--- config.mk ---
export PLATFORM = sky130hd
export DESIGN_NAME = psi_ctrl
export DESIGN_NICKNAME = d
export VERILOG_FILES = /design/src/rtl/psi_pkg.sv /design/src/rtl/psi_ctrl.sv
export SDC_FILE = /design/constraint.sdc
export NUM_CORES = 1
export LEC_CHECK = 0
export BUFFER_PORTS_ARGS = -buffer_cell sky130_fd_sc_hd__buf_4
export CAP_MARGIN = 5
export CORE_AREA = 2 2 39 41
export CTS_BUF_LIST = sky130_fd_sc_hd__clkbuf_4 sky130_fd_sc_hd__clkbuf_8
export CTS_CLUSTER_DIAMETER = 150
export DETAILED_ROUTE_END_ITERATION = 12
export DIE_AREA = 0 0 41 43
export PLACE_DENSITY = 0.51
export SYNTH_ARGS = -nofsm -noshare
export SYNTH_HDL_FRONTEND = slang
export SYNTH_SLANG_ARGS = --single-unit
--- constraint.sdc ---
create_clock -name clk -period 1.3 [get_ports clk]
set_input_delay 0.195 -clock clk [delete_from_list [all_inputs] [get_ports clk]]
set_output_delay 0.195 -clock clk [all_outputs]
set_load 0.005 [all_outputs]
--- src/rtl/psi_pkg.sv ---
// Shared types and constants for the pointing schedule interpolator.
package psi_pkg;
    localparam int TABLE_DEPTH = 1024;
    localparam int ADDR_W      = $clog2(TABLE_DEPTH);
    localparam logic [31:0] REFETCH_AGE = 32'd86400;
    localparam int AZ_W = 16;
    localparam int EL_W = 15;
    localparam int QUO_W = 48;
    localparam logic signed [18:0] FULL_TURN = 19'sd46080;
    localparam logic signed [18:0] HALF_TURN = 19'sd23040;

    localparam logic [1:0] CMD_WRITE  = 2'd0;
    localparam logic [1:0] CMD_COMMIT = 2'd1;
    localparam logic [1:0] CMD_QUERY  = 2'd2;
    localparam logic [1:0] CMD_UNUSED = 2'd3;

    localparam logic [2:0] REG_SCHED_START = 3'd0;
    localparam logic [2:0] REG_SCHED_STOP  = 3'd1;
    localparam logic [2:0] REG_FETCHED_AT  = 3'd2;
    localparam logic [2:0] REG_INTERVAL    = 3'd3;
    localparam logic [2:0] REG_SAMPLE_CNT  = 3'd4;

    typedef enum logic [2:0] {
        ST_IDLE,
        ST_DIV,
        ST_RD0,
        ST_RD1,
        ST_CALC,
        ST_OUT
    } psi_state_t;

    typedef struct packed {
        logic load_item;
        logic div_step;
        logic rd_sel;
        logic latch0;
        logic latch1;
        logic calc;
        logic finish;
        logic out_clear;
    } psi_cmd_t;

    typedef struct packed {
        logic div_done;
        logic is_query;
        logic out_full;
    } psi_stat_t;
endpackage

--- src/rtl/psi_ctrl.sv ---
// Controller state machine sequencing write, commit and query transactions.
module psi_ctrl (
    input  logic               clk,
    input  logic               rst_n,
    input  logic               in_valid,
    output logic               in_stall,
    input  psi_pkg::psi_stat_t stat,
    input  logic               out_take,
    output psi_pkg::psi_cmd_t  cmd
);
    import psi_pkg::*;

    psi_state_t state_reg, state_next;

    always_ff @(posedge clk or negedge rst_n)
    begin
        if (!rst_n)
        begin
            state_reg <= ST_IDLE;
        end
        else
        begin
            state_reg <= state_next;
        end
    end

    always_comb
    begin
        state_next = state_reg;
        cmd        = '0;
        in_stall   = 1'b1;
        cmd.out_clear = out_take;
        case (state_reg)
            ST_IDLE:
            begin
                in_stall = 1'b0;
                if (in_valid)
                begin
                    cmd.load_item = 1'b1;
                    state_next    = ST_DIV;
                end
            end
            ST_DIV:
            begin
                if (!stat.is_query)
                begin
                    state_next = ST_OUT;
                end
                else if (stat.div_done)
                begin
                    state_next = ST_RD0;
                end
                else
                begin
                    cmd.div_step = 1'b1;
                end
            end
            ST_RD0:
            begin
                cmd.rd_sel = 1'b1;
                cmd.latch0 = 1'b1;
                state_next = ST_RD1;
            end
            ST_RD1:
            begin
                cmd.latch1 = 1'b1;
                state_next = ST_CALC;
            end
            ST_CALC:
            begin
                cmd.calc   = 1'b1;
                state_next = ST_OUT;
            end
            ST_OUT:
            begin
                // hold until the result register is free
                if (!stat.out_full || out_take)
                begin
                    cmd.finish = 1'b1;
                    state_next = ST_IDLE;
                end
            end
            default: state_next = ST_IDLE;
        endcase
    end
endmodule

==> impl_metrics.json <==
{
  "outcome": "finished with violations",
  "violations": "setup timing",
  "viasPerCell": 4.18,
  "synth_seq_cells": 3,
  "grt_max_degree": 11,
  "drc_errors": 0,
  "initial_core_util": 0.189,
  "rows": 14,
  "crit_fanout": 5,
  "drt-total-wl_microns": 616,
  "slew_viol_final": 0,
  "synth.distinct_cells": 24,
  "worst_hold_slack_ns": 0.253,
  "async_flop_share": 1.00,
  "cts_tree": "done",
  "instances_no_fill": 68,
  "dp_slack_ns": 0.113,
  "muxShareOfSynthArea": 0.0383,
  "fin_nets": 60,
  "post-route-util": 0.335,
  "antenna_found_initial": 0,
  "wire_per_inst_microns": 9.06,
  "synth_compound_area_frac": 0.182,
  "syn2layout_area_growth_pct": 77.5,
  "die_w_microns": 41,
  "fmax_mhz": 722,
  "firstDrtPassIters": 1,
  "power_density_nw_per_um2": 1990,
  "drt_iter0_drc": 0,
  "path_clk_slew_ns": 0.04,
  "endpoint_kind": "output pin",
  "endpoint": "cmd[7]",
  "r2r-start": "state_reg[0]$_DFFE_PN0P_",
  "cts-htree-levels": 1,
  "synth_top_family_by_area": "simple AND/OR/NAND/NOR gates",
  "r2r_end": "state_reg[0]$_DFFE_PN0P_",
  "reg2reg_depth": 4,
  "cts_sinks": 3,
  "insertion_delay_ns": 0.23,
  "synthAdderAreaFrac": 0,
  "grt_pass1_wl_microns": 1120,
  "netlist_instances": 32,
  "yosysWarnings": 0,
  "rsz0062_at_grt": "true",
  "relSlewSlack": 0.863,
  "boundaryPins": 16,
  "largest_reg_flops": 3,
  "core_sq_um": 1380,
  "post-route-period-util": 1.07,
  "ff2ff_setup_slack_ns": 0.15,
  "vias": 284,
  "synth_xor_xnor_area_share": 0,
  "critPathRequiredTime_ns": 1.11,
  "setup_viol": 3,
  "crit_start": "state_reg[1]$_DFFE_PN0P_",
  "syn-mean-instance-area_sq_um": 8.17,
  "synth_edf_count": 0,
  "cts-root-buf": "clkbuf_4",
  "finalHoldViolCount": 0,
  "grt_overflow": 0,
  "hold_path.class": "in2reg",
  "leakage_nw": 0.230,
  "max_cap_viol_count": 0,
  "dieArea_sq_um": 1760,
  "antenna_left": 0,
  "irDropWorstVdd_uv": 658,
  "routabilityCongestion": 0.733,
  "synth_ff_type": "dfrtp_1",
  "drive_gt1_frac": 0.596,
  "fin_ws_ns": -0.0859,
  "ys_seq_area_frac": 0.287,
  "critical_path_class": "reg2out",
  "syn_area_sq_um": 262,
  "cts_inserted_buffers": 3,
  "die_y_microns": 43,
  "dpl.cell_count": 62,
  "portBuffers": 15,
  "antenna_cells": 0,
  "clock_skew_ns": 0.000490,
  "startpoint_type": "register",
  "hold_start": "stat[1]",
  "finalCriticalPeriod_ns": 1.39,
  "worstPathArrival_ns": 1.19,
  "synth_nets": 39,
  "grt_pass1_vias": 281,
  "yosys.area_share.simple": 0.344,
  "grtUsageTotal": 0.101,
  "clockBufferDepth": 2,
  "tightestPinTransition_ns": 0.204
}
[power by group]
group          internal [mW]  switching (mW)
registers              0.137          0.0382
logic                  0.337           0.227
clock network          0.136          0.0462
total                  0.610           0.311
[routing by layer]
layer / GRT usage / routed length (microns)
met5: 0 / 0
met4: 0.0800 / 19
met3: 0.0471 / 41
met2: 0.128 / 303
met1: 0.123 / 252
[cell families (layout without fill, tap and decap cells)]
group,Yosys count,count (layout)
AO/OA/AOI/OAI,7,7
buffers and inverters,6,26
AND/OR/NAND/NOR,15,15
flip-flops,3,3
multiplexers,1,1
[cell usage after synthesis, types with 2 or more instances]
cell type	instances	share of area
buf_4	2	0.057
nand2_1	2	0.029
dfrtp_1	3	0.29
nor2b_1	2	0.048
nor2_1	2	0.029
nand2b_1	2	0.048
inv_1	2	0.029
[worst min path at each step]
stage | end | cells after the start
after floorplan | state_reg[0]$_DFFE_PN0P_ | 0
after global placement | state_reg[2]$_DFFE_PN0P_ | 1
after detailed placement | state_reg[0]$_DFFE_PN0P_ | 1
after CTS | state_reg[1]$_DFFE_PN0P_ | 3
after global routing | state_reg[1]$_DFFE_PN0P_ | 3
final | state_reg[1]$_DFFE_PN0P_ | 3
[final cells by class]
type / count / area (sq um)
inverters: 2 / 7.51
fillers: 155 / 920
repair buffers: 20 / 160
clock buffers: 4 / 30.0
well taps: 16 / 20.0
multi-input cells: 23 / 170
flip-flops and latches: 3 / 76.3
[cells in the final DEF, fill, tap and decap left out, drive strengths merged]
master	instances
mux2i	1
a21boi	1
nor3b	1
a211oi	1
or3	1
nand2	2
buf	19
and3	1
nor2	3
dfrtp	3
nand3	1
a31o	1
a21oi	1
nor3	1
nand2b	2
clkbuf	4
dlygate4sd3	1
a21o	1
o21ai	1
o22ai	1
nor2b	3
inv	2
[timing repair]
item / CTS / global route
cloned: 0 / 0
pin swaps: 2 / 1
hold buffers: 1 / 0
endpoints found under the hold margin: 3 / 0
setup buffers: 1 / 0
setup endpoints to repair: 7 / 8
gates resized for setup: 4 / 4
[worst max-delay path, stage by stage, from the launching register on]
cell and delay [ns]:
dfrtp_2 0.44, or3_4 0.34, nor2_2 0.08, buf_4 0.10
[metrics by stage]
step | instance area (sq um) | power (mW) | setup TNS [ns]
2_1_floorplan | 262 | 0.481 | 0
3_3_place_gp | 385 | 0.657 | 0
3_5_place_dp | 385 | 0.653 | 0
4_1_cts | 448 | 0.905 | -0.206
5_1_grt | 464 | 1.01 | -0.502
6_report | 464 | 0.922 | -0.151
(Power assumes the default switching activity.)
